===== src/rtl/core/skc_pkg.sv =====
// Shared types and constants for the sorted key set.
// No dependencies; used by the interfaces, the cell and the top level.
package skc_pkg;

  localparam int unsigned Capacity = 16;
  localparam int unsigned KeyW     = 32;
  localparam int unsigned ModeW    = 2;
  localparam int unsigned StatusW  = 2;
  localparam int unsigned EntryW   = 5;

  typedef enum logic [ModeW-1:0] {
    MODE_SEARCH = 2'd0,
    MODE_INSERT = 2'd1,
    MODE_DELETE = 2'd2
  } mode_e;

  typedef enum logic [StatusW-1:0] {
    ST_OK       = 2'd0,
    ST_DUP      = 2'd1,
    ST_NOTFOUND = 2'd2,
    ST_FULL     = 2'd3
  } status_e;

  typedef enum logic {
    S_IDLE,
    S_UPD
  } state_e;

  // per-cycle command broadcast to every cell
  typedef struct packed {
    logic cap;  // capture compare flags against the incoming key
    logic ins;  // commit an insert
    logic del;  // commit a delete
  } cell_ctl_t;

endpackage


===== src/rtl/core/skc_if.sv =====
// Valid/ready channel interfaces for the sorted key set.
// Depends on skc_pkg for payload widths.
interface skc_in_if;
  logic                                  valid;
  logic                                  ready;
  logic [skc_pkg::ModeW-1:0]             mode;
  logic signed [skc_pkg::KeyW-1:0]       key;

  modport source (output valid, output mode, output key, input ready);
  modport sink   (input valid, input mode, input key, output ready);
endinterface

interface skc_out_if;
  logic                                  valid;
  logic                                  ready;
  logic [skc_pkg::StatusW-1:0]           status;
  logic [skc_pkg::EntryW-1:0]            entry_count;

  modport source (output valid, output status, output entry_count, input ready);
  modport sink   (input valid, input status, input entry_count, output ready);
endinterface


===== src/rtl/core/skc_cell.sv =====
// One storage cell of the sorted key chain: holds a key, compares it with
// the broadcast key and shifts toward a neighbor. Depends on skc_pkg.
module skc_cell (
  input  logic                            clk_i,
  input  logic                            rst_ni,
  input  skc_pkg::cell_ctl_t              ctl_i,
  input  logic                            occ_i,
  input  logic signed [skc_pkg::KeyW-1:0] cmp_key_i,
  input  logic signed [skc_pkg::KeyW-1:0] new_key_i,
  input  logic signed [skc_pkg::KeyW-1:0] prev_key_i,
  input  logic                            prev_lt_i,
  input  logic signed [skc_pkg::KeyW-1:0] next_key_i,
  output logic signed [skc_pkg::KeyW-1:0] key_o,
  output logic                            lt_o,
  output logic                            eq_o
);

  logic signed [skc_pkg::KeyW-1:0] key_q, key_d;
  logic lt_q, eq_q;

  always_ff @(posedge clk_i or negedge rst_ni) begin
    if (!rst_ni) begin
      lt_q <= 1'b0;
      eq_q <= 1'b0;
    end else if (ctl_i.cap) begin
      lt_q <= occ_i && (key_q < cmp_key_i);
      eq_q <= occ_i && (key_q == cmp_key_i);
    end
  end

  // cells at or above the sorted position move; those below hold
  always_comb begin
    key_d = key_q;
    if (ctl_i.ins && !lt_q) begin
      key_d = prev_lt_i ? new_key_i : prev_key_i;
    end else if (ctl_i.del && !lt_q) begin
      key_d = next_key_i;
    end
  end

  always_ff @(posedge clk_i) begin
    key_q <= key_d;
  end

  assign key_o = key_q;
  assign lt_o  = lt_q;
  assign eq_o  = eq_q;

endmodule


===== src/rtl/core/sorted_key_set.sv =====
// Sorted key set: a chain of CAPACITY cells holding unique signed keys in order.
// Result: registered at commit in S_UPD after the input beat is accepted; commit waits while a result is unread.
// Input beats: no new beat is taken until the current one commits (compare at accept, shift/commit in S_UPD),
// with the cell flag register between compare and update.
// Reset: count and handshake state clear at once; cell keys are left as is.
// Depends on skc_pkg, skc_if and skc_cell.
module sorted_key_set #(
  parameter int unsigned CAPACITY = skc_pkg::Capacity
) (
  input  logic       clk_i,
  input  logic       rst_ni,
  skc_in_if.sink     in_i,
  skc_out_if.source  out_o
);

  localparam int unsigned CntW = $clog2(CAPACITY + 1);

  skc_pkg::state_e state_q, state_d;
  skc_pkg::cell_ctl_t ctl;

  logic [CntW-1:0]                 count_q, count_d;
  logic [skc_pkg::ModeW-1:0]       mode_q;
  logic signed [skc_pkg::KeyW-1:0] key_q;
  logic                            out_valid_q;
  logic [skc_pkg::StatusW-1:0]     status_q, status_d;
  logic [skc_pkg::EntryW-1:0]      entry_q;

  logic signed [skc_pkg::KeyW-1:0] cell_key [CAPACITY];
  logic [CAPACITY-1:0]             cell_lt, cell_eq, cell_occ;

  logic accept, out_free, commit, found, full;

  assign accept   = in_i.valid && in_i.ready;
  assign out_free = !out_valid_q || out_o.ready;
  assign commit   = (state_q == skc_pkg::S_UPD) && out_free;
  assign found    = |cell_eq;
  assign full     = (count_q == CntW'(CAPACITY));

  assign in_i.ready = (state_q == skc_pkg::S_IDLE);

  always_comb begin
    ctl.cap  = accept;
    ctl.ins  = commit && (mode_q == skc_pkg::MODE_INSERT) && !found && !full;
    ctl.del  = commit && (mode_q == skc_pkg::MODE_DELETE) && found;
    count_d  = count_q;
    if (ctl.ins) count_d = count_q + 1'b1;
    if (ctl.del) count_d = count_q - 1'b1;
    case (mode_q)
      skc_pkg::MODE_INSERT: begin
        status_d = found ? skc_pkg::ST_DUP : (full ? skc_pkg::ST_FULL : skc_pkg::ST_OK);
      end
      default: begin
        status_d = found ? skc_pkg::ST_OK : skc_pkg::ST_NOTFOUND;
      end
    endcase
    state_d = state_q;
    case (state_q)
      skc_pkg::S_IDLE: if (accept) state_d = skc_pkg::S_UPD;
      skc_pkg::S_UPD:  if (commit) state_d = skc_pkg::S_IDLE;
      default:         state_d = skc_pkg::S_IDLE;
    endcase
  end

  always_ff @(posedge clk_i or negedge rst_ni) begin
    if (!rst_ni) begin
      state_q     <= skc_pkg::S_IDLE;
      count_q     <= '0;
      out_valid_q <= 1'b0;
    end else begin
      state_q <= state_d;
      count_q <= count_d;
      if (commit) begin
        out_valid_q <= 1'b1;
      end else if (out_o.ready) begin
        out_valid_q <= 1'b0;
      end
    end
  end

  always_ff @(posedge clk_i) begin
    if (accept) begin
      mode_q <= in_i.mode;
      key_q  <= in_i.key;
    end
    if (commit) begin
      status_q <= status_d;
      entry_q  <= skc_pkg::EntryW'(count_d);
    end
  end

  assign out_o.valid       = out_valid_q;
  assign out_o.status      = status_q;
  assign out_o.entry_count = entry_q;

  for (genvar g = 0; g < CAPACITY; g++) begin : g_cell
    logic signed [skc_pkg::KeyW-1:0] prev_key, next_key;
    logic                            prev_lt;

    assign cell_occ[g] = (count_q > CntW'(g));

    if (g == 0) begin : g_head
      assign prev_key = key_q;
      assign prev_lt  = 1'b1;  // head takes the new key unless it stays put
    end else begin : g_mid
      assign prev_key = cell_key[g-1];
      assign prev_lt  = cell_lt[g-1];
    end

    if (g == CAPACITY - 1) begin : g_tail
      assign next_key = cell_key[g];
    end else begin : g_body
      assign next_key = cell_key[g+1];
    end

    skc_cell u_cell (
      .clk_i      (clk_i),
      .rst_ni     (rst_ni),
      .ctl_i      (ctl),
      .occ_i      (cell_occ[g]),
      .cmp_key_i  (in_i.key),
      .new_key_i  (key_q),
      .prev_key_i (prev_key),
      .prev_lt_i  (prev_lt),
      .next_key_i (next_key),
      .key_o      (cell_key[g]),
      .lt_o       (cell_lt[g]),
      .eq_o       (cell_eq[g])
    );
  end

endmodule

===== src/flat_wrapper.sv =====
// flat-port wrapper written by rule: the top's interface ports become plain ports
module sorted_key_set_flat 
#(
  parameter int unsigned CAPACITY = skc_pkg::Capacity
)
  (clk_i, rst_ni, in_i_valid, in_i_mode, in_i_key, in_i_ready, out_o_valid, out_o_status, out_o_entry_count, out_o_ready);
  skc_in_if in_i_i ();
  skc_out_if out_o_i ();
  input  logic clk_i;
  input  logic rst_ni;
  input wire logic [$bits(in_i_i.valid)-1:0] in_i_valid;
  input wire logic [$bits(in_i_i.mode)-1:0] in_i_mode;
  input wire logic [$bits(in_i_i.key)-1:0] in_i_key;
  output wire logic [$bits(in_i_i.ready)-1:0] in_i_ready;
  output wire logic [$bits(out_o_i.valid)-1:0] out_o_valid;
  output wire logic [$bits(out_o_i.status)-1:0] out_o_status;
  output wire logic [$bits(out_o_i.entry_count)-1:0] out_o_entry_count;
  input wire logic [$bits(out_o_i.ready)-1:0] out_o_ready;
  assign in_i_i.valid = in_i_valid;
  assign in_i_i.mode = in_i_mode;
  assign in_i_i.key = in_i_key;
  assign in_i_ready = in_i_i.ready;
  assign out_o_valid = out_o_i.valid;
  assign out_o_status = out_o_i.status;
  assign out_o_entry_count = out_o_i.entry_count;
  assign out_o_i.ready = out_o_ready;
  sorted_key_set #(.CAPACITY(CAPACITY)) u_core (.clk_i(clk_i), .rst_ni(rst_ni), .in_i(in_i_i), .out_o(out_o_i));
endmodule

===== config.mk =====
export PLATFORM = sky130hd
export DESIGN_NAME = sorted_key_set_flat
export DESIGN_NICKNAME = d
export VERILOG_FILES = /design/src/rtl/core/skc_pkg.sv /design/src/rtl/core/skc_if.sv /design/src/rtl/core/skc_cell.sv /design/src/rtl/core/sorted_key_set.sv /design/src/flat_wrapper.sv
export SDC_FILE = /design/constraint.sdc
export NUM_CORES = 2
export LEC_CHECK = 0
export BUFFER_PORTS_ARGS = -buffer_cell sky130_fd_sc_hd__buf_2
export CAP_MARGIN = 10
export CORE_MARGIN = 1
export CORE_UTILIZATION = 32
export CTS_BUF_LIST = sky130_fd_sc_hd__clkbuf_16
export DETAILED_ROUTE_END_ITERATION = 6
export PLACE_DENSITY_LB_ADDON = 0.2
export SKIP_CTS_REPAIR_TIMING = 1
export SKIP_LAST_GASP = 1
export SLEW_MARGIN = 20
export SYNTH_ARGS = -nofsm -noshare
export SYNTH_HDL_FRONTEND = slang
export SYNTH_SLANG_ARGS = --single-unit

===== constraint.sdc =====
create_clock -name clk_i -period 3.5 [get_ports clk_i]
set_input_delay 0.7 -clock clk_i [delete_from_list [all_inputs] [get_ports clk_i]]
set_output_delay 0.7 -clock clk_i [all_outputs]
set_load 0.1 [all_outputs]

==> impl_metrics.yaml <==
die:
  die_w_um: 356
  core-area_um2: 124000
  die_area_um2: 126000
  std_cell_rows: 129
  initial_core_util: 0.323
  die_h_um: 356
  io_pins: 47
clock_network:
  clk_pin_slew_worst_paths_ns: 0.05
  htreeDepth: 3
  cts_root_buf: "clkbuf_16"
  clk_latency_ns: 0.65
  cts_tree: "built"
  cts_buffers: 76
  clockBufferDepth: 3
  cts_sinks: 592
detailed_routing:
  first_pass_iters: 7
  routed_via_density: 5.22
  wl_per_cell_um: 21.3
  routed_wl_um: 118000
  route.detailed.drc: 6
  postRouteAntennaNets: 0
  num_vias: 28900
  drt-initial-drc-count: 1812
sta:
  setup_violations: 0
  fmax_ghz: 0.321
  setup-tns-final_ns: 0
  skew_ns: 0.0253
  rsz0062_at_grt: "no"
  slew-limit-headroom: 0.388
  hold_violations: 0
  min_period_ns: 3.12
  drv_slew: 0
  finalCritPeriodShare: 0.891
  fin_hold_ws_ns: 0.240
  tightestPinTransition_ns: 0.914
global_routing:
  grt.overflow.total: 0
  track_usage: 0.186
  grt_pass1_vias: 29200
  antenna_found_initial: 2
  grt_pass1_wl_um: 182000
  grt_max_degree: 65
yosys:
  syn-mean-instance-area_um2: 10.7
  synth_top_flop_cell: "edfxtp_1"
  synth_top_cell_area_share: 0.415
  synthCells: 3754
  synth_top_cell_by_area: "edfxtp_1"
  synth_common_cells: "553 x edfxtp_1, 517 x ha_1, 502 x nand2_1"
  synth_area_leaders: "edfxtp_1 42%, ha_1 16%, mux2i_1 11%, nand2_1 4.7%, a21oi_1 3.8%"
  ys_warn_count: 0
  ys_types: 65
  synth_edf_count: 553
  synth_nets: 4309
  synth.most_common_cell: "edfxtp_1"
  syn_area_um2: 40000
  ys_async_sr_fraction: 0.0659
  synth_seq_area_share: 0.440
  yosys_register_bits: 592
setup_path:
  timing.critical_path.buf_inv: 2
  startpoint_type: "flip-flop"
  end_kind: "flip-flop"
  path_common_cell: "nor2_4"
  crit_required_ns: 3.83
  cp_top_family: "simple AND/OR/NAND/NOR gates"
  slowest_delay_ns: 0.67
  cp_slowest_cell: "nor4_1"
  crit_type: "reg -> reg"
  critPathArrivalTime_ns: 3.45
  crit_fanout: 16
  cp_cell_sequence: "nor4_1 > and4_2 > and3_4 > nor2_4 > buf_12 > nor2_4 > buf_4"
power:
  ir_drop_mv: 0.402
  powerDensity_nw_per_um2: 507
  leakage_uw: 0.0181
  power_uw: 23000
final_layout:
  fin_cells: 5537
  syn_to_final_growth_pct: 13.5
  antennaDiodeCount: 0
  nets: 4392
  drive_gt1_frac: 0.109
run_status:
  violations: "design-rule violations"
  status: "complete, but fails checks"
placed_design:
  dp_hpwl_um: 92500
  placedCellCount: 5394
  place.gp.congestion: 0.856
  io_buffers: 46
run:
  cap_violations: 0
min_path:
  hold_class: "in -> reg"
sequential cells by signal, summed over array words and instances, names as in the netlist:
name	count
u_core.count_q	5
u_core.g_cell.prev_key	32
u_core.g_cell.u_cell.eq_o	16
u_core.g_cell.u_cell.key_o	512
u_core.g_cell.u_cell.lt_o	16
u_core.mode_q	2
u_core.out_o.entry_count	5
u_core.out_o.status	2
u_core.out_o.valid	1
u_core.state_q	1
worst reg2reg max path: stages (launching register included):
cell and delay [ns]:
dfrtp_1 0.43, nor4_1 0.67, and4_2 0.54, and3_4 0.47
nor2_4 0.07, buf_12 0.19, nor2_4 0.17, buf_4 0.26
cells in the final DEF, fill, tap and decap left out, drive strengths merged, types with 23 or more instances in the layout:
cell,count
ha,517
clkinv,33
edfxtp,553
o211ai,23
clkbuf,78
nand2,502
nand2b,26
nand4,95
mux2i,449
dfrtp,39
mux2,62
inv,97
buf,206
a21o,31
and4,26
a21oi,305
nor2,163
o21ai,420
nor3,26
nand3,62
logic make-up after synthesis:
group | synth area share
simple gates | 0.110
compound gates | 0.125
flops | 0.440
fa+ha+maj | 0.162
mux | 0.130
buf+inv | 0.0329
xor+xnor | 0.000657
where the power goes:
part / internal (uW) / switching [uW] / total [uW]
sequential: 8490 / 1190 / 9680
clock: 4250 / 3220 / 7470
combinational: 2610 / 3240 / 5850
total: 15300 / 7650 / 23000
final timing paths:
path	start	to	slack, ns	depth (start not counted)
min in group asynchronous	rst_ni	u_core.g_cell[15].u_cell.lt_o	0.48	2
worst max-delay path	u_core.g_cell[13].u_cell.eq_o	u_core.g_cell[11].u_cell.key_o[19]	0.38	7
max in group asynchronous	rst_ni	u_core.count_q[4]	2.33	4
worst min-delay path	in_i_key[24]	u_core.g_cell[0].prev_key[24]	0.24	1
worst min register to register	u_core.g_cell[5].u_cell.eq_o	u_core.g_cell[5].u_cell.eq_o	0.47	2
worst max register to register	u_core.g_cell[13].u_cell.eq_o	u_core.g_cell[11].u_cell.key_o[19]	0.38	7
cell type report:
type | count | area, um2
repair buffers | 207 | 1890
flip-flops and latches | 592 | 17600
clock inverters | 63 | 375
well taps | 1637 | 2050
multi-input cells | 2889 | 21300
fillers | 12300 | 78400
clock buffers | 78 | 1950
inverters | 71 | 267
metrics by stage:
step	setup WS (ns)	area (um2)	utilization
finish	0.380	45400	0.367
global route	0.416	45400	0.367
CTS	0.512	45400	0.366
detailed placement	0.157	43000	0.348
global placement	0.152	43000	0.348
floorplan	-0.472	40000	-
metal layers:
metal	vias to the layer above	GRT usage	part of all wire	wire length, um
li1	14400	-	-	-
met1	13900	0.264	0.49	57800
met2	467	0.300	0.45	53500
met3	147	0.0203	0.032	3770
met4	2	0.0503	0.026	3050
met5	-	0	0.000076	9
(Power assumes the default switching activity.)
